==> src/rtl/tlat_ram.sv <==
module tlat_ram #(
  parameter int WIDTH = 8,
  parameter int DEPTH = 16,
  localparam int AddrW = $clog2(DEPTH)
) (
  input  logic             clk,
  input  logic             we,
  input  logic [AddrW-1:0] addr,
  input  logic [WIDTH-1:0] wdata,
  output logic [WIDTH-1:0] rdata
);

  logic [WIDTH-1:0] mem [DEPTH];

  // Single port, registered read
  always_ff @(posedge clk) begin
    if (we) begin
      mem[addr] <= wdata;
    end
    rdata <= mem[addr];
  end

endmodule

==> config.mk <==
export PLATFORM = sky130hd
export DESIGN_NAME = tlat_ram
export DESIGN_NICKNAME = d
export VERILOG_FILES = /design/src/rtl/tlat_ram.sv
export SDC_FILE = /design/constraint.sdc
export NUM_CORES = 1
export LEC_CHECK = 0
export BUFFER_PORTS_ARGS = -buffer_cell sky130_fd_sc_hd__buf_2
export CAP_MARGIN = 5
export CORE_MARGIN = 5
export CORE_UTILIZATION = 50
export CTS_CLUSTER_SIZE = 40
export DETAILED_ROUTE_END_ITERATION = 8
export PLACE_DENSITY = 0.67
export SYNTH_ARGS = -nofsm -noshare
export SYNTH_HDL_FRONTEND = slang
export SYNTH_SLANG_ARGS = --single-unit
==> constraint.sdc <==
create_clock -name clk -period 2.35 [get_ports clk]
set_clock_uncertainty 0.1 [all_clocks]
set_input_delay 0.3525 -clock clk [delete_from_list [all_inputs] [get_ports clk]]
set_output_delay 0.3525 -clock clk [all_outputs]
set_load 0.03 [all_outputs]
==> results <==
- The total congestion overflow after global routing is 0.
- The final net count is 302.
- The run finished with clean final reports.
- The clock passes through at most 2 buffers.
- The sequential standard cell area is 4000 µm².
- In this run the cell area measured after placement is 5520 µm².
- STA puts the critical path data arrival time at 1.07 ns.
- After detailed routing, the average wire length per cell comes to 22.0 µm.
- The stage delay of the slowest cell on the critical path is 0.34 ns.
- In this run the critical register-to-register path is launched from mem[0][4].
- Across all register-to-register paths, the minimum setup slack is 0.91 ns.
- The repair_antennas step left the layout with diodes totalling 0.
- The total die area is 12200 µm².
- The initialized floorplan defines 36 standard-cell rows.
- In the global route stage, met3 resource usage came out at 4.69%.
- Tracing the worst setup path back leads to its startpoint at rdata[6].
- The capturing element type of the critical path is an output pin.
- Data on the critical path is required at its endpoint by 1.90 ns.
- The number of top-level pins is 22.
- The library cells used most frequently in the layout, excluding fill and tap cells, are edfxtp_1 (128), mux4_2 (32), buf_4 (27).
- The clock-pin slew of the registers on the worst-case setup and hold paths is 0.06 ns.
- The multi-input logic area is 1000 µm².
- The horizontal die dimension is 111 µm.
- For this design the static power due to leakage is 2.04 nW.
- The via density per instance is 5.61.
- The fraction of power consumed by sequential logic is 50.7%.
- The transition time at the pin with the least slew margin is 0.681 ns.
- The library cell used most frequently in the layout, excluding fill and tap cells, is edfxtp_1.
- The busiest layer in global routing is met2.
- The TritonCTS clock tree is built.
- The master of the slowest instance on the critical path is dfxtp_1.
- Routability-driven placement finished with a final weighted congestion of 0.768.
- Port buffering added 21 buffers.
- The internal power summed over all cells is 4.24 mW.
- The design draws 5.38 mW.
- Setup repair after global routing left no endpoint under its margin.
- The initial utilization of the core area, before any placement, comes to 51.6%.
- The type of the most critical hold path is in2reg.
- Timing would allow up to 658 MHz.
- The cell chosen for the clock root is clkbuf_8.
- Counting the fill cells in the layout gives 698.
- The fraction of met1 tracks used by global routing is 21.6%.
- The area growth from synthesis to layout is 19.6%.
- The kind of cell with the highest combined delay along the critical path is flip-flops.
- The number of cells upsized or downsized after cts is 0.
- The clock network power share is 43.9%.
- The startpoint identified for the worst hold timing path is wdata[3].
- The switching portion of total power is 21.1%.
- The signal on the critical path passes through buf_2.
- The setup fix buffers added after clock tree synthesis is 0.
- The die extent in y is 111 µm.
- The time the final worst path needs with I/O delays and setup is 1.52 ns.
- The core region is 9820 µm².
- The number of pins exceeding their max-slew limit in the final report was 0.
- In this run the worst path has a maximum fanout of 1.
- Of the total power, combinational logic draws 5.3%.
- The cell area after synthesis is 5070 µm².
- Entering global routing, the biggest net connects 40 pins.
- Summing over every cut layer, the via total after detailed routing is 2436.
- The critical path class is reg2out.
- The fraction of the cycle the final worst path needs is 64.7%.
- After synthesis, the mean cell area works out to 22.0 µm².
- The gate count of the mapped netlist is 230.
- Counting the buffers created by CTS gives 17.
- The synthesized net count is 244.
- The total global-route track usage is 17.1%.
- The initial antenna violation count came to 0.
- The sequential share of the synthesized area is 79.0%.
- The tightest slew margin relative to the limit is 54.4%.
- Global routing used 27.5% of the available met2 tracks.
- Counting both buffers and inverters, the worst setup path holds a total of 1.
- The number of hold buffers added after CTS is 0.
- The H-tree level count is 4.
- The final layout contains routed wiring with a total length of 9560 µm.
- The first-iteration detailed-routing DRC count is 185.
- IR analysis of the VDD net gives a maximum drop of 473 µV.
- Summed over all nets, the switching power comes to 1.14 mW.
- The register bit count reported by yosys is 136.
- STA classifies the critical path startpoint as a register.
- The number of global-route vias before repair came to 2672.
- After detailed routing, the number of remaining DRC violations is 0.
- The number of nets with antenna violations after routing is 0.
- The aggregate negative setup slack is 0 ns.
- The first TritonRoute pass finished after 5 iterations.
- Summing all non-filler instances in the final layout gives an area of 6060 µm².
- The first global-routing pass estimated 15400 µm of wire.
- The number of failing setup endpoints in the final timing report is 0.
- The number of warnings issued by yosys is 0.
- The power density over the cells is 887 nW/µm².
- The number of hold violations in the final report is 0.
- The number of sinks handled by clock tree synthesis is 136.
- The synthesized netlist contains 18 unique library cells.
- The share of layout cells above drive strength 1 is 37.9%.
- For the worst-skew pair, the clock arrives at the later sink with an insertion delay of 0.51 ns.
- The estimated wirelength of the detail-placed design is 6220 µm.
- The max-cap check violation count is 0.
[kinds of logic (layout without fill, tap and decap cells)]
group	Yosys count	count (layout)	share of synthesized area, %
compound gates	16	16	2.37
simple gates	35	35	3.21
mux	32	32	14.2
buf+inv	11	82	1.19
flops	136	136	79.0
[cell usage after synthesis (all sizes together)]
cell,n,share of area (%)
edfxtp,128,76
or3b,1,0.17
nand2,9,0.67
dfxtp,8,3.2
a22oi,16,2.4
nand2b,2,0.25
and2,1,0.12
clkbuf,3,0.25
nor2,13,0.96
nand3,1,0.099
nor2b,2,0.25
mux4,32,14
nand3b,2,0.30
buf,8,0.94
nor3,4,0.40
[stage by stage]
stage               cells  util (%)  hold slack [ns]  setup WS [ns]
finish                434      61.7            0.128          0.829
global route          434      61.7            0.113          0.733
CTS                   434      61.7           0.0968          0.804
detailed placement    402      56.2            0.556          0.294
global placement      402      56.2            0.556          0.336
floorplan             230         -            0.351          0.404
[flip-flops by register name, summed over array words and instances, names as in the netlist]
register  cells
rdata         8
mem         128
[area by class of cell]
cell class / count / area share (%)
well taps: 133 / 2.75
clock inverters: 13 / 1.78
flip-flops and latches: 136 / 66.1
repair buffers: 50 / 5.74
clock buffers: 19 / 7.12
multi-input cells: 83 / 16.6
[metal layers]
layer	up-vias	wire length [µm]	share of wire (%)
met5	-	0	0
met4	0	236	2.5
li1	1076	-	-
met2	88	4820	50
met3	20	594	6.2
met1	1252	3910	41
[power groups by stage]
stage / clock (mW) / combinational (mW) / sequential [mW]
2_1_floorplan: 0 / 0.140 / 2.81
5_1_grt: 2.53 / 0.312 / 2.73
4_1_cts: 2.41 / 0.291 / 2.73
3_3_place_gp: 0 / 0.285 / 2.78
6_report: 2.36 / 0.287 / 2.73
3_5_place_dp: 0 / 0.290 / 2.78
[final timing paths]
check                           cells past startpoint    endpoint
worst max-delay path                                1    rdata[6]
worst min-delay path                                1  mem[13][3]
worst max register to register                      3    rdata[4]
worst min register to register                      3    rdata[1]
Note: power is estimated with default switching activity, not from simulation.
