**src/rtl/tlat_pkg.sv**
```systemverilog
package tlat_pkg;

  // Datapath and table geometry
  localparam int SAMPLE_WIDTH = 16;
  localparam int ADDRESS_BITS = 14;
  localparam int FINE_BITS    = 3;
  localparam int COARSE_BITS  = ADDRESS_BITS - FINE_BITS;
  localparam int FINE_DEPTH   = 1 << ADDRESS_BITS;
  localparam int COARSE_DEPTH = 1 << COARSE_BITS;

  // Input item fields
  localparam int MODE_WIDTH  = 2;
  localparam int INDEX_WIDTH = 14;
  localparam int WORD_WIDTH  = 16;

  // Stream payload widths, padded to whole bytes
  localparam int IN_BITS     = SAMPLE_WIDTH + INDEX_WIDTH + WORD_WIDTH;
  localparam int IN_TDATA_W  = ((IN_BITS + 7) / 8) * 8;
  localparam int OUT_TDATA_W = ((SAMPLE_WIDTH + 7) / 8) * 8;

  // Configuration port
  localparam int CFG_ADDR_W = 3;
  localparam int CFG_DATA_W = 16;

  localparam logic [CFG_ADDR_W-1:0] REG_LOW_LIMIT       = 3'd0;
  localparam logic [CFG_ADDR_W-1:0] REG_HIGH_LIMIT      = 3'd1;
  localparam logic [CFG_ADDR_W-1:0] REG_LINEAR_ABOVE    = 3'd2;
  localparam logic [CFG_ADDR_W-1:0] REG_SYMMETRIC_MODE  = 3'd3;
  localparam logic [CFG_ADDR_W-1:0] REG_MIRROR_CONSTANT = 3'd4;
  localparam logic [CFG_ADDR_W-1:0] REG_BELOW_VALUE     = 3'd5;
  localparam logic [CFG_ADDR_W-1:0] REG_ABOVE_VALUE     = 3'd6;

  // Queue between front and back
  localparam int QUEUE_DEPTH = 4;
  localparam int QUEUE_PTR_W = $clog2(QUEUE_DEPTH);
  localparam int QUEUE_CNT_W = $clog2(QUEUE_DEPTH + 1);

  typedef enum logic [MODE_WIDTH-1:0] {
    MODE_EVAL   = 2'd0,
    MODE_FINE   = 2'd1,
    MODE_COARSE = 2'd2,
    MODE_UNUSED = 2'd3
  } mode_t;

  // How the back end forms a result
  typedef enum logic {
    KIND_CONST = 1'b0,
    KIND_TABLE = 1'b1
  } kind_t;

  typedef struct packed {
    logic signed [SAMPLE_WIDTH-1:0] low_limit;
    logic signed [SAMPLE_WIDTH-1:0] high_limit;
    logic                           linear_above;
    logic                           symmetric_mode;
    logic signed [SAMPLE_WIDTH-1:0] mirror_constant;
    logic signed [SAMPLE_WIDTH-1:0] below_value;
    logic signed [SAMPLE_WIDTH-1:0] above_value;
  } cfg_t;

  // Table port requests from the front end
  typedef struct packed {
    logic                    coarse_we;
    logic [COARSE_BITS-1:0]  coarse_addr;
    logic [SAMPLE_WIDTH-1:0] coarse_wdata;
    logic                    fine_we;
    logic [ADDRESS_BITS-1:0] fine_addr;
    logic [FINE_BITS-1:0]    fine_wdata;
  } ram_req_t;

  // Classified evaluate beat, waiting for table data
  typedef struct packed {
    logic                    valid;
    kind_t                   kind;
    logic [SAMPLE_WIDTH-1:0] const_value;
    logic                    mirror;
  } stage_t;

  typedef struct packed {
    kind_t                   kind;
    logic [SAMPLE_WIDTH-1:0] const_value;
    logic                    mirror;
    logic [SAMPLE_WIDTH-1:0] coarse;
    logic [FINE_BITS-1:0]    fine;
  } entry_t;

endpackage

```
**src/rtl/tlat_back.sv**
```systemverilog
module tlat_back (
  input  logic                                  clk,
  input  logic                                  rst,
  input  tlat_pkg::entry_t                      head,
  input  logic                                  head_valid,
  input  logic [tlat_pkg::SAMPLE_WIDTH-1:0]     mirror_constant,
  input  logic                                  out_ready,
  output logic                                  pop,
  output logic                                  out_valid,
  output logic [tlat_pkg::SAMPLE_WIDTH-1:0]     out_word
);

  logic [tlat_pkg::SAMPLE_WIDTH-1:0] lut;
  logic [tlat_pkg::SAMPLE_WIDTH-1:0] result;

  // Coarse word plus zero-extended fine offset, then optional mirror
  assign lut = head.coarse
               + {{(tlat_pkg::SAMPLE_WIDTH - tlat_pkg::FINE_BITS){1'b0}}, head.fine};

  always_comb begin
    if (head.kind == tlat_pkg::KIND_TABLE) begin
      result = head.mirror ? (mirror_constant - lut) : lut;
    end else begin
      result = head.const_value;
    end
  end

  // Output register refills when empty or when its beat is taken
  assign pop = head_valid && (!out_valid || out_ready);

  always_ff @(posedge clk) begin
    if (rst) begin
      out_valid <= 1'b0;
    end else if (!out_valid || out_ready) begin
      out_valid <= head_valid;
    end
  end

  always_ff @(posedge clk) begin
    if (pop) begin
      out_word <= result;
    end
  end

endmodule

```
**config.mk**
```make
export PLATFORM = sky130hd
export DESIGN_NAME = tlat_back
export DESIGN_NICKNAME = d
export VERILOG_FILES = /design/src/rtl/tlat_pkg.sv /design/src/rtl/tlat_back.sv
export SDC_FILE = /design/constraint.sdc
export NUM_CORES = 1
export LEC_CHECK = 0
export ABC_AREA = 1
export BUFFER_PORTS_ARGS = -buffer_cell sky130_fd_sc_hd__buf_4
export CAP_MARGIN = 20
export CORE_MARGIN = 1.5
export CORE_UTILIZATION = 30
export CTS_CLUSTER_SIZE = 28
export DETAILED_ROUTE_END_ITERATION = 10
export SLEW_MARGIN = 20
export SYNTH_ARGS = -nofsm -noshare
export SYNTH_HDL_FRONTEND = slang
export SYNTH_SLANG_ARGS = --single-unit
```
**constraint.sdc**
```tcl
create_clock -name clk -period 3.8 [get_ports clk]
set_clock_uncertainty 0.15 [all_clocks]
set_input_delay 0.76 -clock clk [delete_from_list [all_inputs] [get_ports clk]]
set_output_delay 0.76 -clock clk [all_outputs]
set_load 0.01 [all_outputs]
```
==> results by group <==
Outcome
  – Status: finished clean

Critical path
  – CP startpoint kind: primary input
  – Critical-path cell list: buf_4 -> ha_1 -> fa_1 -> xnor2_1 -> ha_1 -> a21oi_1 -> nand2_1 -> a21oi_1 -> a21boi_1 -> nand2_1 -> nand2_2 -> nand2_1 -> nand2_1 -> xor2_1 -> o21bai_1 -> nand2_1
  – Worst path top cell family by delay: adder cells
  – WP data required: around 3700 ps
  – Crit path buffers/inverters: 1
  – Crit Path Max Fanout: 4
  – Worst R2R Path Depth: 2
  – Setup CP Type: primary input to flop
  – Cell repeated most along the worst path: nand2_1
  – CP max-delay cell: fa_1
  – Max incr delay on CP: approximately 450 ps
  – Worst setup EP type: flop
  – CP arrival: approximately 3400 ps
  – WP depth: 16

STA
  – Period utilisation layout: between 90% and 100%
  – Final setup fails: 0
  – Final hold violation count: 0
  – RSZ-0062 raised after global routing: no
  – Fin Setup TNS: 0 ps
  – Slew headroom: between 60% and 70%
  – Least-Margin Pin Slew: 488 ps
  – Final Max Tran Viols: 0
  – Setup slack after layout: 249 ps
  – Post-layout min period: about 3600 ps
  – Fmax achieved: 282 MHz

Detailed routing
  – Drt initial violations: 76
  – Total number of vias: roughly 2400
  – Pre-Repair DR Iteration Count: 4
  – Wire length per cell: ~11 um
  – DRC Markers: 0
  – Post-Route WL: approximately 6000 um
  – Via/cell ratio: around 4.5
  – Detail Route Antenna Nets: 0

Synth
  – Most frequent cell after synthesis: nand2_1
  – YS warnings: 0
  – Async set-reset flop share out of synthesis: 0%
  – Post-Syn Nets: about 430
  – Distinct cells, synth: 34
  – Mapped Cells: between 300 and 400
  – Sequential fraction of the synthesis area: 22.4%
  – EDFF count, synth: 16
  – Top FF cell, synth: edfxtp_1
  – Post-synth top area share: 21.5%
  – Seq cells post-synth: 17
  – Top post-synthesis cells by area: edfxtp_1 22%, nand2_1 19%, nand3_1 9.2%
  – Cell taking the most area after synthesis: edfxtp_1
  – Syn_area_per_cell: 6.26 um^2
  – Synth top cells by count: 111 x nand2_1, 49 x inv_1, 41 x nand3_1
  – Synth Cell Area: ~0.0022 mm^2

CTS
  – Clock sink total: 17
  – Clk root buf: clkbuf_8
  – Total setup buffers inserted after CTS: 0
  – H-tree levels: 1
  – Clk_lat worst skew: 250 ps
  – Worst-case clock buffer depth: 2
  – CTS clk-pin slew, worst paths: approximately 70 ps
  – TritonCTS clock tree: built
  – Inserted Clock Buffers: 3

Layout
  – Final std cell area, no fill: approximately 0.003 mm^2
  – Util after Layout: 40.8%
  – Fill cells: 804
  – # diodes: 0
  – Share of layout cells above drive strength 1: between 20% and 30%
  – Area grow syn2layout: 32.1%
  – Nets: 500

Worst hold path
  – Hold Path Stages: 2
  – Worst Hold Class: flop to flop

Pwr
  – Final Power: about 700 uW
  – Worst VDD drop: ~0.11 mV
  – Power per Cell Area: 237 mW/mm^2
  – Leak: roughly 0.0016 uW

Global routing
  – Initial antenna violation count: 0
  – GRT Overall Usage: approximately 15%
  – Largest net degree at the start of global routing: 21
  – Total grt overflow: 0
  – First-pass GRT wire length: between 9000 and 10000 um
  – Number of global-route vias before repair: approximately 2200

Floorplanning
  – Core area: 0.00721 mm^2
  – Die width: between 80 and 90 um
  – Row Count: 31
  – Die area: between 0.007 and 0.008 mm^2
  – Height of the chip: roughly 89 um
  – Initial core utilization: 30.9%
  – Ports: 75

Place
  – GPL Wtd Cong: just under 0.9
  – DP Area: between 0.002 and 0.003 mm^2
  – Worst slack, placed: -4.70 ps
  – Post-DP HPWL: 5100 um
  – Port buffer count: between 70 and 80

Job
  – Max cap viols: 0
==> layout by cell type, fill, tap and decap left out, types with 3 or more instances in the layout <==
cell      instances
ha_1             11
nand3_1          41
a21oi_1          17
nor2_2            6
o21ai_0          13
nand4_1           5
nand3_2           5
buf_4            76
nand2_2          11
xor2_1            8
clkbuf_8          3
nand2_1         111
inv_1            49
edfxtp_1         16
nor2_1           23
o21bai_1          3
inv_2             3
xnor2_1           4
==> worst paths after layout <==
path | start | end | slack, ps
setup / recovery | head[0] | out_word[11] | 250
hold / removal | out_valid | out_valid | 320
setup reg to reg | out_valid | out_word[8] | 2600
hold reg to reg | out_valid | out_valid | 320
==> kinds of logic after synthesis <==
kind of cell | Yosys count | share of synthesized area, %
AOI/OAI and AO/OA | 43 | 10.9
xor gates and xnor gates | 12 | 4.71
buffers and inverters | 59 | 10.1
adders and majority gates | 13 | 7.97
and+or+nand+nor | 212 | 43.9
DFF | 17 | 22.4
==> worst min-delay path: stages (launching register included) <==
cell and delay (ps):
dfxtp_1 320, nand2_1 60, a21oi_1 50
==> through the flow <==
stage / cells / hold slack (ps)
2_1_floorplan: 356 / 338
3_3_place_gp: 524 / 308
3_5_place_dp: 524 / 312
4_1_cts: 528 / 322
5_1_grt: 528 / 367
6_report: 528 / 319
==> registers in the layout (all words and copies together), names as in the netlist <==
register / flops
out_valid: 1
out_word: 16
==> final cells by class <==
class                      count  area [um^2]  area share (%)
clock buffer                   3         41.3            1.40
clock inverter                 1         5.00           0.170
inverter                      52          195            6.63
multi-input combinational    280         1510            51.2
sequential                    17          500            17.0
tap                           99          124            4.21
timing repair buffer          76          571            19.4
==> report_power, final <==
| part | internal (uW) | switching (uW) |
|---|---|---|
| clock network | 72.7 | 61.9 |
| registers | 226 | 3.99 |
| logic | 144 | 189 |
==> per-layer routing <==
metal	vias up	wire (um)	global-route usage, %
li1	1298	-	-
met1	1027	2900	21.1
met4	0	50	3.36
met2	63	2670	26.5
met3	5	376	1.29
met5	-	0	0
==> repair_timing <==
item | in CTS | in global routing
endpoints found under the setup margin | 0 | 2
hold buffers | 0 | 0
resized for setup | 0 | 2
(Power assumes the default switching activity.)
