`config.mk`:
```
export PLATFORM = sky130hd
export DESIGN_NAME = tlat_front
export DESIGN_NICKNAME = d
export VERILOG_FILES = /design/src/rtl/tlat_pkg.sv /design/src/rtl/tlat_front.sv
export SDC_FILE = /design/constraint.sdc
export NUM_CORES = 1
export LEC_CHECK = 0
export BUFFER_PORTS_ARGS = -buffer_cell sky130_fd_sc_hd__buf_2
export CAP_MARGIN = 20
export CORE_ASPECT_RATIO = 0.8
export CORE_UTILIZATION = 40
export CTS_CLUSTER_DIAMETER = 200
export DETAILED_ROUTE_END_ITERATION = 8
export PLACE_DENSITY = 0.84
export SLEW_MARGIN = 0
export SYNTH_ARGS = -nofsm -noshare
export SYNTH_HDL_FRONTEND = slang
export SYNTH_SLANG_ARGS = --single-unit
```
`constraint.sdc`:
```
create_clock -name clk -period 8.8 [get_ports clk]
set_input_delay 1.76 -clock clk [delete_from_list [all_inputs] [get_ports clk]]
set_output_delay 1.76 -clock clk [all_outputs]
set_load 0.03 [all_outputs]
```
`src/rtl/tlat_pkg.sv`:
```
package tlat_pkg;

  // Datapath and table geometry
  localparam int SAMPLE_WIDTH = 16;
  localparam int ADDRESS_BITS = 14;
  localparam int FINE_BITS    = 3;
  localparam int COARSE_BITS  = ADDRESS_BITS - FINE_BITS;
  localparam int FINE_DEPTH   = 1 << ADDRESS_BITS;
  localparam int COARSE_DEPTH = 1 << COARSE_BITS;

  // Input item fields
  localparam int MODE_WIDTH  = 2;
  localparam int INDEX_WIDTH = 14;
  localparam int WORD_WIDTH  = 16;

  // Stream payload widths, padded to whole bytes
  localparam int IN_BITS     = SAMPLE_WIDTH + INDEX_WIDTH + WORD_WIDTH;
  localparam int IN_TDATA_W  = ((IN_BITS + 7) / 8) * 8;
  localparam int OUT_TDATA_W = ((SAMPLE_WIDTH + 7) / 8) * 8;

  // Configuration port
  localparam int CFG_ADDR_W = 3;
  localparam int CFG_DATA_W = 16;

  localparam logic [CFG_ADDR_W-1:0] REG_LOW_LIMIT       = 3'd0;
  localparam logic [CFG_ADDR_W-1:0] REG_HIGH_LIMIT      = 3'd1;
  localparam logic [CFG_ADDR_W-1:0] REG_LINEAR_ABOVE    = 3'd2;
  localparam logic [CFG_ADDR_W-1:0] REG_SYMMETRIC_MODE  = 3'd3;
  localparam logic [CFG_ADDR_W-1:0] REG_MIRROR_CONSTANT = 3'd4;
  localparam logic [CFG_ADDR_W-1:0] REG_BELOW_VALUE     = 3'd5;
  localparam logic [CFG_ADDR_W-1:0] REG_ABOVE_VALUE     = 3'd6;

  // Queue between front and back
  localparam int QUEUE_DEPTH = 4;
  localparam int QUEUE_PTR_W = $clog2(QUEUE_DEPTH);
  localparam int QUEUE_CNT_W = $clog2(QUEUE_DEPTH + 1);

  typedef enum logic [MODE_WIDTH-1:0] {
    MODE_EVAL   = 2'd0,
    MODE_FINE   = 2'd1,
    MODE_COARSE = 2'd2,
    MODE_UNUSED = 2'd3
  } mode_t;

  // How the back end forms a result
  typedef enum logic {
    KIND_CONST = 1'b0,
    KIND_TABLE = 1'b1
  } kind_t;

  typedef struct packed {
    logic signed [SAMPLE_WIDTH-1:0] low_limit;
    logic signed [SAMPLE_WIDTH-1:0] high_limit;
    logic                           linear_above;
    logic                           symmetric_mode;
    logic signed [SAMPLE_WIDTH-1:0] mirror_constant;
    logic signed [SAMPLE_WIDTH-1:0] below_value;
    logic signed [SAMPLE_WIDTH-1:0] above_value;
  } cfg_t;

  // Table port requests from the front end
  typedef struct packed {
    logic                    coarse_we;
    logic [COARSE_BITS-1:0]  coarse_addr;
    logic [SAMPLE_WIDTH-1:0] coarse_wdata;
    logic                    fine_we;
    logic [ADDRESS_BITS-1:0] fine_addr;
    logic [FINE_BITS-1:0]    fine_wdata;
  } ram_req_t;

  // Classified evaluate beat, waiting for table data
  typedef struct packed {
    logic                    valid;
    kind_t                   kind;
    logic [SAMPLE_WIDTH-1:0] const_value;
    logic                    mirror;
  } stage_t;

  typedef struct packed {
    kind_t                   kind;
    logic [SAMPLE_WIDTH-1:0] const_value;
    logic                    mirror;
    logic [SAMPLE_WIDTH-1:0] coarse;
    logic [FINE_BITS-1:0]    fine;
  } entry_t;

endpackage

```
`src/rtl/tlat_front.sv`:
```
module tlat_front (
  input  logic                                 clk,
  input  logic                                 rst,
  input  logic                                 accept,
  input  logic [tlat_pkg::MODE_WIDTH-1:0]      mode,
  input  logic [tlat_pkg::SAMPLE_WIDTH-1:0]    sample,
  input  logic [tlat_pkg::INDEX_WIDTH-1:0]     table_index,
  input  logic [tlat_pkg::WORD_WIDTH-1:0]      table_word,
  input  tlat_pkg::cfg_t                       cfg,
  output tlat_pkg::ram_req_t                   ram_req,
  output tlat_pkg::stage_t                     stage
);

  logic                                  is_eval;
  logic                                  is_below;
  logic                                  is_above;
  logic                                  neg;
  logic [tlat_pkg::SAMPLE_WIDTH-1:0]     target;
  logic [tlat_pkg::ADDRESS_BITS-1:0]     addr;
  logic                                  coarse_in_range;
  tlat_pkg::kind_t                       kind;
  logic [tlat_pkg::SAMPLE_WIDTH-1:0]     const_value;

  assign is_eval = (tlat_pkg::mode_t'(mode) == tlat_pkg::MODE_EVAL);

  // Range classification against the thresholds
  assign is_below = $signed(sample) < cfg.low_limit;
  assign is_above = $signed(sample) > cfg.high_limit;
  assign neg      = sample[tlat_pkg::SAMPLE_WIDTH-1];

  // Table address: absolute value or offset from the lower threshold, wrapping
  always_comb begin
    if (cfg.symmetric_mode) begin
      target = neg ? (~sample + 1'b1) : sample;
    end else begin
      target = sample - cfg.low_limit;
    end
  end

  assign addr = target[tlat_pkg::ADDRESS_BITS-1:0];

  always_comb begin
    if (is_below) begin
      kind        = tlat_pkg::KIND_CONST;
      const_value = cfg.below_value;
    end else if (is_above) begin
      kind        = tlat_pkg::KIND_CONST;
      const_value = cfg.linear_above ? sample : cfg.above_value;
    end else begin
      kind        = tlat_pkg::KIND_TABLE;
      const_value = cfg.below_value;
    end
  end

  // Coarse writes beyond the table depth are dropped
  assign coarse_in_range =
    (table_index[tlat_pkg::INDEX_WIDTH-1:tlat_pkg::COARSE_BITS] == '0);

  // Table ports: a write beat writes, an evaluate beat reads
  always_comb begin
    ram_req.coarse_we    = accept && (tlat_pkg::mode_t'(mode) == tlat_pkg::MODE_COARSE)
                           && coarse_in_range;
    ram_req.fine_we      = accept && (tlat_pkg::mode_t'(mode) == tlat_pkg::MODE_FINE);
    ram_req.coarse_wdata = table_word[tlat_pkg::SAMPLE_WIDTH-1:0];
    ram_req.fine_wdata   = table_word[tlat_pkg::FINE_BITS-1:0];
    if (is_eval) begin
      ram_req.coarse_addr = addr[tlat_pkg::ADDRESS_BITS-1:tlat_pkg::FINE_BITS];
      ram_req.fine_addr   = addr;
    end else begin
      ram_req.coarse_addr = table_index[tlat_pkg::COARSE_BITS-1:0];
      ram_req.fine_addr   = table_index[tlat_pkg::ADDRESS_BITS-1:0];
    end
  end

  // Classified beat waits here while the tables are read
  always_ff @(posedge clk) begin
    if (rst) begin
      stage.valid <= 1'b0;
    end else begin
      stage.valid <= accept && is_eval;
    end
    stage.kind        <= kind;
    stage.const_value <= const_value;
    stage.mirror      <= cfg.symmetric_mode && neg;
  end

endmodule

```
==> qor.txt, run 1 <==
CTS tree -> yes
hpwl dp -> 7064 µm
hold crit path type -> in2reg
maximum fanout along the worst path -> 5
worst endpoint required time -> 7.04 ns
sw frac -> 0.4354
Clock Path Buffers -> 2
clock root buffer master -> clkbuf_8
ANT nets after route -> 0
post-synthesis cell type count -> 49
worst-margin pin slew -> 0.9213 ns
row count -> 27
Post-synth EDFFs -> 0
max_cap viols -> 0
NumNets Final -> 654
first-pass GRT wire length -> 13250 µm
post-synth net total -> 533
Peak Freq -> 0.1624 GHz
DRT iter0 DRCs -> 145
Net Sw Power -> 0.1770 mW
vias in the first global route -> 2904
die width -> 96.30 µm
initial core utilization -> 0.4129
Resized cells post-CTS -> 0
post-CTS setup repair buffer count -> 0
Ports -> 198
final setup fails -> 0
Clk network pwr share -> 0.156
Critical Path Max Stage Delay -> 0.41 ns
CP cell instances -> buf_2 -> inv_1 -> ha_1 -> fa_1 -> nor2b_1 -> o2111ai_1 -> a21oi_1 -> o211ai_1 -> and3_1 -> nor3_1 -> o21a_1 -> buf_2
Largest register FFs -> 19
Pint -> 0.2295 mW
Avg Synthesized Cell Area -> 7.774 µm²
Layout area overhead -> 23.92%
Synth Warn # -> 0
Final Max Slew Viols -> 0
fin crit period -> 6.159 ns
Via density -> 5.314
area fraction of the dominant cell type after synthesis -> 0.1451
Chip Height -> 77.44 µm
total routed wirelength -> 8339 µm
top cells by count, synth -> 36 x inv_1, 33 x ha_1, 28 x a21oi_1, 27 x nand2_1, 27 x nor2_1
Crit path top cell by count -> buf_2
Post-synth ARST share -> 0
# DRC -> 0
slowest cell on the critical path -> fa_1
#FFs+latches synth -> 19
grt ovf -> 0
CP startpoint kind -> input pin
clock-pin slew of the registers on the worst-case setup and hold paths -> 0.07 ns
DR pass1 iterations -> 4
placer's final routability congestion estimate -> 0.9135
VDD IR max -> 0.06229 mV
layout cells sized above 1 -> 0.3889
Lkg Pwr -> 1.899 nW
period utilization -> 0.6999
synthesized area -> 0.002845 mm²
DR WL/cell -> 14.55 µm
register area share after synthesis -> 0.1337
Setup CP Type -> in2out
Synth Instances -> 366
power share of the sequential group -> 0.251
area leader, netlist -> ha_1
Final TNS setup -> 0 ns
total track usage -> 0.2248
largest cells by area after synthesis -> ha_1 15%, dfxtp_1 13%, mux2_2 8.7%
Hold Buf Count CTS -> 0
PortBufs -> 146
total design power -> 0.4065 mW
die footprint -> 0.007457 mm²
TritonCTS Sinks -> 19
most numerous cell in the Yosys netlist -> inv_1
Top reg by flops -> stage
power per cell area -> 115.3 mW/mm²
combinational power share -> 0.593
CTS H-tree depth -> 1
Worst setup EP type -> primary output
Top FF cell, synth -> dfxtp_1
initial antenna violation count -> 0
CTS buffer count -> 3
core area -> 0.006892 mm²
Worst EP arrival -> 4.40 ns
final hold vios -> 0
ANT cells -> 0
top flop regs -> stage x19
outcome -> finished, final reports clean
routed vias -> 3045
Slew headroom -> 0.3858
unrepaired setup endpoints after global routing -> false
largest net degree at the start of global routing -> 29
metrics by stage:
step                      setup slack [ns]  hold WS [ns]  instance area, µm²    util  instances
after floorplan                      3.305         1.836                2845       -        366
after global placement               2.735         1.926                3481  0.5051        569
after detailed placement             2.696         1.932                3481  0.5051        569
after CTS                            2.682         1.652                3526  0.5116        573
after global routing                 2.460         1.661                3526  0.5116        573
final                                2.641         1.665                3526  0.5116        573
power groups by stage:
| stage | clock [mW] | sequential [mW] | combinational, mW |
|---|---|---|---|
| floorplan | 0 | 0.131 | 0.159 |
| global placement | 0 | 0.103 | 0.235 |
| detailed placement | 0 | 0.104 | 0.241 |
| CTS | 0.0665 | 0.102 | 0.242 |
| global route | 0.0692 | 0.103 | 0.264 |
| finish | 0.0634 | 0.102 | 0.241 |
routing by layer:
layer | share of wire | vias to the layer above | global-route usage | routed length, µm
met5 | 0 | - | 0 | 0
li1 | - | 1518 | - | -
met3 | 0.058 | 6 | 0.03431 | 483
met2 | 0.47 | 105 | 0.3844 | 3927
met4 | 0.0091 | 0 | 0.04118 | 76
met1 | 0.46 | 1416 | 0.2979 | 3851
worst max-delay path: cells and delay by family:
kind	cells	cell delay, ns
AOI/OAI and AO/OA	4	0.82
adders and majority gates	2	0.64
buffers and inverters	3	0.42
and+or+nand+nor	3	0.75
layout make-up:
type | instances | area, µm²
sequential | 19 | 380.4
timing repair buffer | 147 | 738.2
inverter | 36 | 135.1
tap | 87 | 108.9
clock buffer | 4 | 45.04
multi-input combinational | 280 | 2118
fill | 697 | 3366
kinds of logic (layout without fill, tap and decap cells):
group,after synthesis,after routing,share of synthesized area
and+or+nand+nor,103,103,0.1799
AOI/OAI and AO/OA,90,90,0.2062
muxes,36,36,0.1539
adders and majority gates,34,34,0.1522
DFF,19,19,0.1337
buffers and inverters,67,187,0.1218
xor gates and xnor gates,17,17,0.05233
worst paths after layout:
kind                     endpoint  cells past startpoint  startpoint  slack (ns)
worst min-delay path    stage[18]                      2         rst        1.67
worst max-delay path  ram_req[15]                     12   sample[0]        2.64
layout by cell type (no fill, tap or decap), types with 3 or more instances in the layout:
| cell type | n |
|---|---|
| nand4_1 | 6 |
| o21a_1 | 13 |
| nor3_1 | 10 |
| a21o_1 | 11 |
| nand2_1 | 27 |
| o31ai_1 | 5 |
| o21ai_0 | 14 |
| xor2_1 | 10 |
| a31oi_1 | 5 |
| nor3b_1 | 3 |
| inv_1 | 36 |
| nand3_1 | 6 |
| nand2b_1 | 4 |
| nor2_1 | 27 |
| buf_2 | 146 |
| clkbuf_8 | 3 |
| dfxtp_1 | 19 |
| mux2i_1 | 4 |
| xnor2_1 | 7 |
| mux2_4 | 10 |
| ha_1 | 33 |
| nor2b_1 | 3 |
| a21oi_1 | 28 |
| mux2_2 | 22 |
Power figures use the tool's default switching activity.
==> run 2, diff against run 1 <==
--- a/config.mk
+++ b/config.mk
@@ -8,10 +8,10 @@
 export BUFFER_PORTS_ARGS = -buffer_cell sky130_fd_sc_hd__buf_2
 export CAP_MARGIN = 20
 export CORE_ASPECT_RATIO = 0.8
-export CORE_UTILIZATION = 40
+export CORE_UTILIZATION = 39
 export CTS_CLUSTER_DIAMETER = 200
 export DETAILED_ROUTE_END_ITERATION = 8
-export PLACE_DENSITY = 0.84
+export PLACE_DENSITY = 0.85
 export SLEW_MARGIN = 0
 export SYNTH_ARGS = -nofsm -noshare
 export SYNTH_HDL_FRONTEND = slang
==> constraint.sdc (replaced) <==
create_clock -name clk -period 5.6 [get_ports clk]
set_input_delay 1.12 -clock clk [delete_from_list [all_inputs] [get_ports clk]]
set_output_delay 1.12 -clock clk [all_outputs]
set_load 0.03 [all_outputs]
==> qor.txt, run 2 (same netlist as run 1, synthesis figures left out) <==
Top reg by flops -> stage (unchanged)
# DRC -> 0 (unchanged)
Chip Height -> 78.40 µm (was 77.44 µm)
Clock Path Buffers -> 2 (unchanged)
Hold Path End -> stage[18] (unchanged)
Critical Path Max Stage Delay -> 0.41 ns (about the same)
top flop regs -> stage x19 (unchanged)
total track usage -> 0.2060 (was 0.2248)
Core Util, Final -> 0.5068 (was 0.5116)
ANT nets after route -> 0 (unchanged)
die footprint -> 0.007643 mm² (was 0.007457 mm²)
ANT cells -> 0 (unchanged)
TritonCTS Sinks -> 19 (unchanged)
Via density -> 5.220 (was 5.314)
hold crit path type -> in2reg (unchanged)
post-CTS setup repair buffer count -> 0 (unchanged)
power per cell area -> 181.8 mW/mm² (was 115.3 mW/mm²)
period utilization -> 0.8609
Final Cell Area -> 0.003527 mm² (was 0.003526 mm²)
Hold Buf Count CTS -> 0 (unchanged)
CP startpoint kind -> input pin (unchanged)
Peak Freq -> 0.2074 GHz
vias in the first global route -> 2720 (was 2904)
Placed Cells incl. Taps -> 569 (unchanged)
total routed wirelength -> 8240 µm (was 8339 µm)
layout cells sized above 1 -> 0.3909 (was 0.3889)
worst-margin pin slew -> 0.9073 ns (was 0.9213 ns)
Worst setup EP type -> primary output (unchanged)
Final Max Slew Viols -> 0 (unchanged)
outcome -> finished, final reports clean (unchanged)
initial antenna violation count -> 0 (unchanged)
die width -> 97.50 µm (was 96.30 µm)
most common cell after layout, fill and taps aside -> buf_2 (unchanged)
Area after DPL -> 0.003481 mm² (unchanged)
NumNets Final -> 654 (unchanged)
Ports -> 198 (unchanged)
initial core utilization -> 0.4088 (was 0.4129)
DRT iter0 DRCs -> 110 (was 145)
Worst EP arrival -> 3.70 ns (was 4.40 ns)
Largest register FFs -> 19 (unchanged)
routed vias -> 2991 (was 3045)
Resized cells post-CTS -> 0 (unchanged)
DR pass1 iterations -> 4 (unchanged)
VDD IR max -> 0.1141 mV (was 0.06229 mV)
row count -> 27 (unchanged)
largest net degree at the start of global routing -> 29 (unchanged)
Top delay family on crit path -> compound AO/OA/AOI/OAI gates (unchanged)
final setup fails -> 0 (unchanged)
placer's final routability congestion estimate -> 0.8750 (was 0.9135)
grt ovf -> 0 (unchanged)
CP Depth -> 12 (unchanged)
CTS H-tree depth -> 1 (unchanged)
Post-Layout Cell Count -> 573 (unchanged)
Final Worst Setup Slack -> 0.7791 ns (was 2.641 ns)
WHS Path Cells -> 2 (unchanged)
total design power -> 0.6412 mW (was 0.4065 mW)
first-pass GRT wire length -> 12900 µm (was 13250 µm)
PortBufs -> 146 (unchanged)
Layout area overhead -> 23.97% (was 23.92%)
clock root buffer master -> clkbuf_8 (unchanged)
CP cell instances -> buf_2 -> inv_1 -> ha_1 -> fa_1 -> nor2b_1 -> o2111ai_1 -> a21oi_1 -> o211ai_1 -> and3_1 -> nor3_1 -> o21a_1 -> buf_2 (unchanged)
Worst Path Buf+Inv -> 3 (unchanged)
Slew headroom -> 0.3951 (was 0.3858)
Lkg Pwr -> 1.901 nW (was 1.899 nW)
clock-pin slew of the registers on the worst-case setup and hold paths -> 0.08 ns (was 0.07 ns)
register area -> 380.4 µm² (unchanged)
CTS tree -> yes (unchanged)
CTS buffer count -> 3 (unchanged)
area of the multi-input gates -> 0.002118 mm² (unchanged)
minimum hold slack -> 1.009 ns (was 1.665 ns)
unrepaired setup endpoints after global routing -> false (unchanged)
Worst Min Path Start -> rst (unchanged)
Setup CP Type -> in2out (unchanged)
most frequent cells in the layout -> 146 x buf_2, 36 x inv_1, 33 x ha_1, 28 x a21oi_1 (unchanged)
core area -> 0.006959 mm² (was 0.006892 mm²)
worst endpoint required time -> 4.48 ns (was 7.04 ns)
max_cap viols -> 0 (unchanged)
DR WL/cell -> 14.38 µm (was 14.55 µm)
Fillers -> 703 (was 697)
pre-CTS setup slack -> 0.8058 ns (was 2.696 ns)
Final TNS setup -> 0 ns (unchanged)
hpwl dp -> 6879 µm (was 7064 µm)
fin crit period -> 4.821 ns
maximum fanout along the worst path -> 5 (unchanged)
slowest cell on the critical path -> fa_1 (unchanged)
Crit path top cell by count -> buf_2 (unchanged)
final hold vios -> 0 (unchanged)
[run 2: worst max path at each step]
stage	start	endpoint	slack [ns]
after global routing	sample[0]	ram_req[39]	0.52
after floorplan	sample[0]	ram_req[11]	1.38
after detailed placement	sample[0]	ram_req[15]	0.81
after CTS	sample[0]	ram_req[15]	0.79
after global placement	sample[0]	ram_req[15]	0.83
final	sample[0]	ram_req[15]	0.78
[run 2: cell type report]
class,count,share of cell area
Multi-Input combinational cell,280,0.6006
Timing Repair Buffer,147,0.2093
Clock inverter,1,0.001419
Tap cell,87,0.03086
Inverter,36,0.03831
Sequential cell,19,0.1078
Clock buffer,3,0.01171
[run 2: where the power goes]
| group | internal [mW] | total, mW | switching, mW | leakage [nW] |
|---|---|---|---|---|
| registers | 0.155 | 0.160 | 0.00438 | 0.160 |
| clock network | 0.0496 | 0.104 | 0.0541 | 0.0255 |
| logic | 0.154 | 0.378 | 0.223 | 1.72 |
[run 2: routing by layer]
| layer | GRT usage | wire, µm | vias to the layer above | part of all wire |
|---|---|---|---|---|
| li1 | - | - | 1525 | - |
| met1 | 0.2775 | 3918 | 1362 | 0.48 |
| met2 | 0.3524 | 3847 | 100 | 0.47 |
| met3 | 0.03117 | 425 | 4 | 0.052 |
| met4 | 0.03529 | 49 | 0 | 0.0059 |
| met5 | 0 | 0 | - | 0 |
