### src/rtl/tlat_pkg.sv
package tlat_pkg;

  // Datapath and table geometry
  localparam int SAMPLE_WIDTH = 16;
  localparam int ADDRESS_BITS = 14;
  localparam int FINE_BITS    = 3;
  localparam int COARSE_BITS  = ADDRESS_BITS - FINE_BITS;
  localparam int FINE_DEPTH   = 1 << ADDRESS_BITS;
  localparam int COARSE_DEPTH = 1 << COARSE_BITS;

  // Input item fields
  localparam int MODE_WIDTH  = 2;
  localparam int INDEX_WIDTH = 14;
  localparam int WORD_WIDTH  = 16;

  // Stream payload widths, padded to whole bytes
  localparam int IN_BITS     = SAMPLE_WIDTH + INDEX_WIDTH + WORD_WIDTH;
  localparam int IN_TDATA_W  = ((IN_BITS + 7) / 8) * 8;
  localparam int OUT_TDATA_W = ((SAMPLE_WIDTH + 7) / 8) * 8;

  // Configuration port
  localparam int CFG_ADDR_W = 3;
  localparam int CFG_DATA_W = 16;

  localparam logic [CFG_ADDR_W-1:0] REG_LOW_LIMIT       = 3'd0;
  localparam logic [CFG_ADDR_W-1:0] REG_HIGH_LIMIT      = 3'd1;
  localparam logic [CFG_ADDR_W-1:0] REG_LINEAR_ABOVE    = 3'd2;
  localparam logic [CFG_ADDR_W-1:0] REG_SYMMETRIC_MODE  = 3'd3;
  localparam logic [CFG_ADDR_W-1:0] REG_MIRROR_CONSTANT = 3'd4;
  localparam logic [CFG_ADDR_W-1:0] REG_BELOW_VALUE     = 3'd5;
  localparam logic [CFG_ADDR_W-1:0] REG_ABOVE_VALUE     = 3'd6;

  // Queue between front and back
  localparam int QUEUE_DEPTH = 4;
  localparam int QUEUE_PTR_W = $clog2(QUEUE_DEPTH);
  localparam int QUEUE_CNT_W = $clog2(QUEUE_DEPTH + 1);

  typedef enum logic [MODE_WIDTH-1:0] {
    MODE_EVAL   = 2'd0,
    MODE_FINE   = 2'd1,
    MODE_COARSE = 2'd2,
    MODE_UNUSED = 2'd3
  } mode_t;

  // How the back end forms a result
  typedef enum logic {
    KIND_CONST = 1'b0,
    KIND_TABLE = 1'b1
  } kind_t;

  typedef struct packed {
    logic signed [SAMPLE_WIDTH-1:0] low_limit;
    logic signed [SAMPLE_WIDTH-1:0] high_limit;
    logic                           linear_above;
    logic                           symmetric_mode;
    logic signed [SAMPLE_WIDTH-1:0] mirror_constant;
    logic signed [SAMPLE_WIDTH-1:0] below_value;
    logic signed [SAMPLE_WIDTH-1:0] above_value;
  } cfg_t;

  // Table port requests from the front end
  typedef struct packed {
    logic                    coarse_we;
    logic [COARSE_BITS-1:0]  coarse_addr;
    logic [SAMPLE_WIDTH-1:0] coarse_wdata;
    logic                    fine_we;
    logic [ADDRESS_BITS-1:0] fine_addr;
    logic [FINE_BITS-1:0]    fine_wdata;
  } ram_req_t;

  // Classified evaluate beat, waiting for table data
  typedef struct packed {
    logic                    valid;
    kind_t                   kind;
    logic [SAMPLE_WIDTH-1:0] const_value;
    logic                    mirror;
  } stage_t;

  typedef struct packed {
    kind_t                   kind;
    logic [SAMPLE_WIDTH-1:0] const_value;
    logic                    mirror;
    logic [SAMPLE_WIDTH-1:0] coarse;
    logic [FINE_BITS-1:0]    fine;
  } entry_t;

endpackage

### src/rtl/tlat_queue.sv
module tlat_queue (
  input  logic                               clk,
  input  logic                               rst,
  input  logic                               push,
  input  tlat_pkg::entry_t                   push_entry,
  input  logic                               pop,
  output tlat_pkg::entry_t                   head,
  output logic                               not_empty,
  output logic [tlat_pkg::QUEUE_CNT_W-1:0]   count
);

  tlat_pkg::entry_t                    entries [tlat_pkg::QUEUE_DEPTH];
  logic [tlat_pkg::QUEUE_PTR_W-1:0]    wr_ptr;
  logic [tlat_pkg::QUEUE_PTR_W-1:0]    rd_ptr;

  assign head      = entries[rd_ptr];
  assign not_empty = (count != '0);

  // Pointers and fill level
  always_ff @(posedge clk) begin
    if (rst) begin
      wr_ptr <= '0;
      rd_ptr <= '0;
      count  <= '0;
    end else begin
      if (push) begin
        wr_ptr <= wr_ptr + 1'b1;
      end
      if (pop) begin
        rd_ptr <= rd_ptr + 1'b1;
      end
      if (push && !pop) begin
        count <= count + 1'b1;
      end else if (pop && !push) begin
        count <= count - 1'b1;
      end
    end
  end

  always_ff @(posedge clk) begin
    if (push) begin
      entries[wr_ptr] <= push_entry;
    end
  end

endmodule

### config.mk
export PLATFORM = sky130hd
export DESIGN_NAME = tlat_queue
export DESIGN_NICKNAME = d
export VERILOG_FILES = /design/src/rtl/tlat_pkg.sv /design/src/rtl/tlat_queue.sv
export SDC_FILE = /design/constraint.sdc
export NUM_CORES = 1
export LEC_CHECK = 0
export CORE_ASPECT_RATIO = 0.7
export CORE_UTILIZATION = 56
export DETAILED_ROUTE_END_ITERATION = 6
export DONT_BUFFER_PORTS = 1
export PLACE_DENSITY = 0.71
export SYNTH_ARGS = -nofsm -noshare
export SYNTH_HDL_FRONTEND = slang
export SYNTH_SLANG_ARGS = --single-unit
### constraint.sdc
create_clock -name clk -period 1.76 [get_ports clk]
set_input_delay 0.352 -clock clk [delete_from_list [all_inputs] [get_ports clk]]
set_output_delay 0.352 -clock clk [all_outputs]
set_load 0.01 [all_outputs]
==> results.rst, run 1 <==
.. list-table::
   :header-rows: 1

   * - Metric
     - Value
   * - Run status
     - finished, violations left
   * - Violated checks
     - negative setup slack
   * - Floorplan die width
     - 124 um
   * - Initial detailed-routing violation count
     - 120
   * - Setup slack at placement
     - 0.0541 ns
   * - Total track usage
     - 18.8%
   * - Tightest Hold Check Type
     - input pin to flip-flop
   * - Hold Vio Cnt, Final
     - 0
   * - Total count of max-transition violations in the final report
     - 0
   * - Crit-path max FO
     - 6
   * - Post-synthesis mux area share
     - 15.1%
   * - Fill cell instance count of the final layout
     - 620
   * - Via total after detailed routing
     - between 2000 and 2500
   * - Synth Area in Simple Gates
     - roughly 1.2%
   * - Wire length of the first global-routing pass
     - 13700 um
   * - Achievable clock frequency
     - just over 500 MHz
   * - Post-synthesis cell count
     - ~240
   * - Share of post-route cells with drive strength above 1
     - between 20 and 30%
   * - Final setup violation count
     - 37
   * - Pre-Repair DR Iteration Count
     - 4
   * - Antenna viol nets, final
     - 0
   * - Setup WS post-layout
     - -0.201 ns
   * - Hold wc startpoint
     - rst
   * - Clock latency on the worst-skew pair
     - slightly above 0.4 ns
   * - Share of Yosys cell area claimed by the top area cell type
     - 76.4%
   * - Diode insertion count for antenna repair
     - 0
   * - Wire length the detailed router placed on met1
     - 3830 um
   * - Detailed-route DRC error count
     - 0
   * - Post-DR wirelength/cell
     - 22.8 um
   * - Routed met2 length
     - 4280 um
   * - Vias in the first global route
     - approximately 2500
   * - Fin Clk Skew
     - 0.00455 ns
   * - Share of synthesized cell area in full adder, half adder and majority cells
     - 1.42%
   * - Critical path type
     - flip-flop to output pin
   * - Deepest level of the CTS H-tree
     - 4
   * - Most used DFF post-synth
     - sky130_fd_sc_hd__edfxtp_1
   * - Synthesized-area fraction occupied by xor and xnor cells
     - 0.753%
   * - Clock-pin slew of the registers on the worst-case setup and hold paths
     - 0.06 ns
   * - Nets@finish
     - 308
   * - Cell Count Post-Placement
     - ~370
   * - Cell with the most instances after synthesis
     - sky130_fd_sc_hd__edfxtp_1
   * - Worst r2r path cells
     - 4
   * - Cells along the critical path
     - buf_6 -> mux4_2
   * - Mapped Nets
     - approximately 280
   * - Quantity of I/O buffers inserted on ports
     - 0
   * - Fraction of synthesis flops using an asynchronous set or reset pin
     - 0%
   * - Critical Path Source Type
     - flip-flop
   * - Clock Tree Buf Depth
     - 2
   * - Initial antenna violation count
     - 0
   * - RD Place Congestion
     - 0.665
   * - Post-synthesis compound-gate area fraction
     - 0.172%
   * - Area added between synthesis and finish
     - 14.4%
   * - Share of the clock period used by the worst path after layout
     - 111%
   * - Capture instance of the worst register-to-register path
     - count[2]$_SDFFE_PP0P_
   * - Setup slack of the most critical reg-to-reg path
     - roughly 0.23 ns
   * - Worst vdd ir
     - 0.000821 V
   * - Ys Warns
     - 0
   * - I/O pin count
     - between 80 and 90
   * - Core utilization of the finished layout
     - 67.2%
   * - Commonest cells in the synthesized netlist
     - sky130_fd_sc_hd__edfxtp_1 (148), sky130_fd_sc_hd__mux4_2 (30), sky130_fd_sc_hd__dfxtp_1 (9)
   * - Total power per unit cell area
     - 1280 mW/mm^2
   * - Unrepaired setup endpoints after global routing
     - true
   * - Crit path arrival time
     - 1.61 ns
   * - Flops & latches, synth
     - around 160
   * - Clock Tree Root
     - sky130_fd_sc_hd__clkbuf_16
   * - Summed instance area of the synthesized netlist
     - 0.00582 sq mm
   * - Post-synthesis cell type count
     - 21
   * - Cell type contributing the most total cell area after synthesis
     - sky130_fd_sc_hd__edfxtp_1
   * - Register area share after synthesis
     - 79.5%
   * - Dominant combinational cell family by area after synthesis
     - multiplexers
   * - Delay of the slowest critical-path stage
     - 0.58 ns
   * - Worst Max-Slew Pin Slew
     - 0.263 ns
   * - Sum of routed wire length over all layers
     - 9130 um
   * - Reg-to-Reg Start
     - count[0]$_SDFFE_PP0P_
   * - Count of flip-flops with a built-in enable after synthesis
     - roughly 150
   * - Maxcap violations
     - 0
   * - Required time of the worst setup path
     - around 1.4 ns
   * - Hold Path Stages
     - 1
   * - CTS tree
     - done
   * - Std-Cell Core Area
     - 0.00991 sq mm
   * - Highest metal used
     - met4
   * - Number of buffers created by CTS
     - 17
   * - Global route total overflow
     - 0
   * - Leading post-synthesis cells by cell area
     - sky130_fd_sc_hd__edfxtp_1 (76%), sky130_fd_sc_hd__mux4_2 (12%), sky130_fd_sc_hd__mux4_1 (3.2%)
   * - Rows
     - 30
   * - Critical Path Sink Type
     - output pin
   * - Max_slew headroom
     - 82.4%
   * - Die outline area
     - 0.0108 sq mm
   * - Crit path max-delay cell type
     - sky130_fd_sc_hd__mux4_2
   * - Initial standard-cell utilization of the core
     - 58.7%
   * - Final Non-Filler Cells
     - 400
   * - Setup TNS
     - -6.43 ns
   * - Total leakage power
     - 0.00214 uW
   * - Post-route minimum period
     - 1.96 ns
   * - Vias per Instance
     - between 5 and 6
   * - Maximum number of pins on one net before global-route repair
     - 38
   * - Total met3 wirelength after detailed routing
     - 878 um
   * - Vert. Die Dim
     - 87.3 um
   * - Clock net sink count
     - 157
   * - Syn Area/Cell
     - 24.7 sq um
   * - Estimated wirelength of the detail-placed design
     - 5150 um
where the power goes:
| part | switching [uW] | leakage [uW] | internal, uW |
|---|---|---|---|
| sequential | 73.3 | 0.00143 | 4290 |
| clock | 1290 | 0.000274 | 2200 |
| combinational | 350 | 0.000436 | 314 |
| total | 1710 | 0.00214 | 6800 |
cell type report:
| type | count | area, sq um | share of cell area (%) |
|---|---|---|---|
| well taps | 128 | 160 | 2.41 |
| inverters | 4 | 15.0 | 0.226 |
| clock inverters | 9 | 121 | 1.82 |
| repair buffers | 15 | 229 | 3.44 |
| flip-flops and latches | 157 | 4630 | 69.5 |
| clock buffers | 21 | 440 | 6.62 |
| multi-input cells | 66 | 1060 | 16.0 |
how the worst max path moves through the flow:
stage / slack [ns] / start / to
2_1_floorplan: 0.15 / pop / count[2]$_SDFFE_PP0P_
3_3_place_gp: 0.12 / pop / count[2]$_SDFFE_PP0P_
3_5_place_dp: 0.05 / pop / count[2]$_SDFFE_PP0P_
4_1_cts: -0.23 / flip-flop / head[19]
5_1_grt: -0.26 / flip-flop / head[2]
6_report: -0.20 / flip-flop / head[11]
cell usage in the layout (no fill, tap or decap), drive strengths merged, types with 3 or more instances in the layout:
master    n
edfxtp  148
mux4     37
clkbuf   21
buf      13
dfxtp     9
nor2      7
ha        5
clkinv    5
inv       4
and2      4
xor2      3
bufinv    3
flip-flops by register name, indices dropped and copies added, names as in the netlist, named ones only:
register / flops
entries: 148
count: 3
rd_ptr: 2
wr_ptr: 2
cell families (layout without fill, tap and decap cells):
logic type,count (synthesis),in the layout
compound gates,2,2
simple gates,14,14
xor+xnor,5,5
buf+inv,13,49
mux,39,39
fa+ha+maj,6,6
flops,157,157
worst max-delay path, delay by kind of cell, from the launching register on:
| family | cells | cell delay, ns |
|---|---|---|
| buf+inv | 1 | 0.18 |
| flops | 1 | 0.44 |
| mux | 1 | 0.58 |
stage by stage:
stage                     instance area, sq um  power, uW  hold WS (ns)
after floorplan                           5820       4920         0.451
after global placement                    6050       5060         0.422
after detailed placement                  6050       5080         0.425
after CTS                                 6650       8580      0.000236
after global routing                      6660       8800       0.00880
final                                     6660       8510        0.0165
timing repair:
item | 4_1_cts | 5_1_grt
endpoints found under the hold margin | 5 | 2
setup endpoints to repair | 37 | 37
gates cloned | 1 | 0
hold buffers | 1 | 1
buffers inserted | 2 | 0
pin swaps | 0 | 0
resized for setup | 10 | 0
metal layers:
layer | vias to the layer above | GRT usage (%)
met5 | - | 0
li1 | 1035 | -
met2 | 81 | 27.8
met4 | 0 | 9.20
met3 | 15 | 8.97
met1 | 1242 | 23.5
Note: power is estimated with default switching activity, not from simulation.
==> run 2: changes to the inputs <==
- CELL_PAD_IN_SITES_DETAIL_PLACEMENT: default -> 0
- CELL_PAD_IN_SITES_GLOBAL_PLACEMENT: default -> 1
- CORE_MARGIN: default -> 4
- CORE_UTILIZATION: 56 -> 49
- PLACE_DENSITY: 0.71 -> 0.81
==> run 2 against run 1 <==
  * The flow still finishes with violations (negative setup slack)
  * Register-to-register slack improved by 0.02 ns
  * Wire length rose by 8.8%
  * Largest cell class unchanged
  * Hold slack improved by 0.018 ns
  * Via count rose by 0.13%
  * Clock-buffer cell count fell by 3
  * Critical path type unchanged
==> results.rst, run 2 (synthesis results as in run 1) <==
.. list-table::
   :header-rows: 1

   * - Metric
     - Value
   * - Initial antenna violation count
     - 0
   * - Detailed-route DRC error count
     - 0
   * - Fin Clk Skew
     - 0.00609 ns
   * - Wire length of the first global-routing pass
     - 15800 um
   * - Commonest non-fill, non-tap cell in the layout
     - sky130_fd_sc_hd__edfxtp_1
   * - Cell Count Post-Placement
     - 392
   * - Reg-to-Reg Start
     - count[0]$_SDFFE_PP0P_
   * - Internal cell power
     - 6950 uW
   * - Clock net sink count
     - 157
   * - Achievable clock frequency
     - 510 MHz
   * - Largest registers ranked by flip-flop count
     - entries: 148 flops, count: 3 flops
   * - Crit path max-delay cell type
     - sky130_fd_sc_hd__mux4_2
   * - Area added between synthesis and finish
     - 15.8%
   * - Vert. Die Dim
     - 99.2 um
   * - Hold Vio Cnt, Final
     - 0
   * - Max reg flops
     - 148
   * - Setup WS post-layout
     - -0.203 ns
   * - Post-DR wirelength/cell
     - 23.3 um
   * - Critical Path Source Type
     - flip-flop
   * - Estimated wirelength of the detail-placed design
     - 5960 um
   * - Delay of the slowest critical-path stage
     - 0.55 ns
   * - Worst r2r path cells
     - 4
   * - Capture instance of the worst register-to-register path
     - count[2]$_SDFFE_PP0P_
   * - Share of the clock period used by the worst path after layout
     - 112%
   * - Total track usage
     - 15.7%
   * - Vias per Instance
     - 5.56
   * - Quantity of I/O buffers inserted on ports
     - 0
   * - Std-Cell Core Area
     - 0.0113 sq mm
   * - Net switching power
     - around 1800 uW
   * - I/O pin count
     - 82
   * - Initial standard-cell utilization of the core
     - 51.5%
   * - Clock latency on the worst-skew pair
     - 0.41 ns
   * - Overall power after layout
     - 8730 uW
   * - Clock Tree Buf Depth
     - 2
   * - Clock share of power
     - about 42%
   * - Run status
     - finished, violations left
   * - Nets@finish
     - 310
   * - Required time of the worst setup path
     - 1.41 ns
   * - Crit path arrival time
     - approximately 1.6 ns
   * - Clock Tree Root
     - sky130_fd_sc_hd__clkbuf_16
   * - Violated checks
     - negative setup slack
   * - RD Place Congestion
     - 0.747
   * - Cells along the critical path
     - buf_12 -> buf_16 -> mux4_2
   * - Tightest Hold Check Type
     - input pin to flip-flop
   * - Final setup violation count
     - 37
   * - Non-Filler Cell Area, Final
     - 0.00674 sq mm
   * - Logic pwr share
     - under 10%
   * - Rows
     - 32
   * - Total leakage power
     - 0.00216 uW
   * - CTS tree
     - done
   * - Total count of max-transition violations in the final report
     - 0
   * - Worst setup path endpoint
     - head[8]
   * - Sum of routed wire length over all layers
     - 9930 um
   * - Sequential cell area
     - 0.00463 sq mm
   * - Clock-pin slew of the registers on the worst-case setup and hold paths
     - approximately 0.060 ns
   * - Antenna viol nets, final
     - 0
   * - Global route total overflow
     - 0
   * - Fill cell instance count of the final layout
     - 824
   * - Critical Path Sink Type
     - output pin
   * - Worst vdd ir
     - 0.000720 V
   * - Die outline area
     - 0.0137 sq mm
   * - Crit-path max FO
     - 5
   * - Post-detailed-placement cell area
     - 0.00606 sq mm
   * - Final Non-Filler Cells
     - roughly 430
   * - Maxcap violations
     - 0
   * - Maximum number of pins on one net before global-route repair
     - 22
   * - Combined area of the multi-input logic cells
     - around 0.0011 sq mm
   * - Initial detailed-routing violation count
     - 100
   * - Vias in the first global route
     - 2617
   * - Via total after detailed routing
     - 2376
   * - Hold Path Stages
     - 0
   * - Share of post-route cells with drive strength above 1
     - 30.7%
   * - Critical path type
     - flip-flop to output pin
   * - Number of buffers created by CTS
     - 17
   * - Deepest level of the CTS H-tree
     - 4
   * - Unrepaired setup endpoints after global routing
     - true
   * - Switching share of total power
     - 20.3%
   * - Worst Max-Slew Pin Slew
     - 0.338 ns
   * - Pre-Repair DR Iteration Count
     - 4
   * - Total power per unit cell area
     - 1300 mW/mm^2
   * - Top reg by flops
     - entries
   * - Setup slack of the most critical reg-to-reg path
     - 0.25 ns
   * - Max_slew headroom
     - a little under 80%
   * - Floorplan die width
     - between 100 and 150 um
   * - Post-route minimum period
     - approximately 2.0 ns
   * - Diode insertion count for antenna repair
     - 0
   * - Sequential power share
     - 50.0%
   * - Most used cells in the layout excluding fill and tap cells
     - sky130_fd_sc_hd__edfxtp_1 (148), sky130_fd_sc_hd__mux4_2 (37), sky130_fd_sc_hd__clkbuf_16 (17)
==> run 2: cell count changes in the layout (fill, tap and decap cells not counted), sizes merged <==
cell / delta
clkbuf: -3
buf: +2
clkinvlp: +2
inv: +1
clkinv: -1
bufinv: +1
==> run 2: cell type report <==
type,instances,area share [%]
inverter,4,0.223
clock buffer,18,6.37
tap,153,2.84
timing repair buffer,17,3.49
multi-input combinational,66,15.8
clock inverter,12,2.54
sequential,157,68.8
==> run 2: power groups by stage <==
stage	clock (uW)	sequential (uW)	combinational, uW
after floorplan	0	4410	514
after global placement	0	4430	635
after detailed placement	0	4440	646
after CTS	3730	4370	705
after global routing	3960	4380	746
final	3680	4360	684
==> run 2: worst max-delay path, delay by kind of cell (launching register included) <==
kind / cells / cell delay, ns
mux: 1 / 0.55
buf+inv: 2 / 0.26
flops: 1 / 0.39
==> run 2: repair_timing <==
action                                  4_1_cts  5_1_grt
gates resized for setup                      11        0
gates cloned                                  2        0
endpoints found under the hold margin         7        1
endpoints found under the setup margin       37       37
hold buffers                                  1        1
setup buffers                                 1        0
==> run 2: stage by stage <==
step | util [%] | worst slack [ns] | TNS, ns | hold slack, ns
floorplan | - | 0.148 | 0 | 0.451
global placement | 53.7 | 0.118 | 0 | 0.423
detailed placement | 53.7 | 0.0861 | 0 | 0.424
CTS | 59.6 | -0.224 | -7.13 | 0.00365
global route | 59.7 | -0.258 | -8.30 | 0.00513
finish | 59.7 | -0.203 | -6.02 | 0.0346
==> run 2: worst min path at each step <==
stage / end / start / slack, ns
after detailed placement: count[2]$_SDFFE_PP0P_ / rst / 0.42
final: entries[0][12]$_DFFE_PP_ / push_entry[12] / 0.03
after CTS: flip-flop / rst / 0.004
after floorplan: entries[0][0]$_DFFE_PP_ / push_entry[0] / 0.45
after global placement: count[2]$_SDFFE_PP0P_ / rst / 0.42
after global routing: entries[2][28]$_DFFE_PP_ / push_entry[28] / 0.005
==> run 2: per-layer routing <==
| layer | routed length [um] | track usage, % | vias up |
|---|---|---|---|
| li1 | - | - | 1033 |
| met1 | 3930 | 19.4 | 1252 |
| met2 | 4830 | 24.0 | 82 |
| met3 | 1090 | 8.65 | 9 |
| met4 | 74 | 4.78 | 0 |
| met5 | 0 | 0 | - |
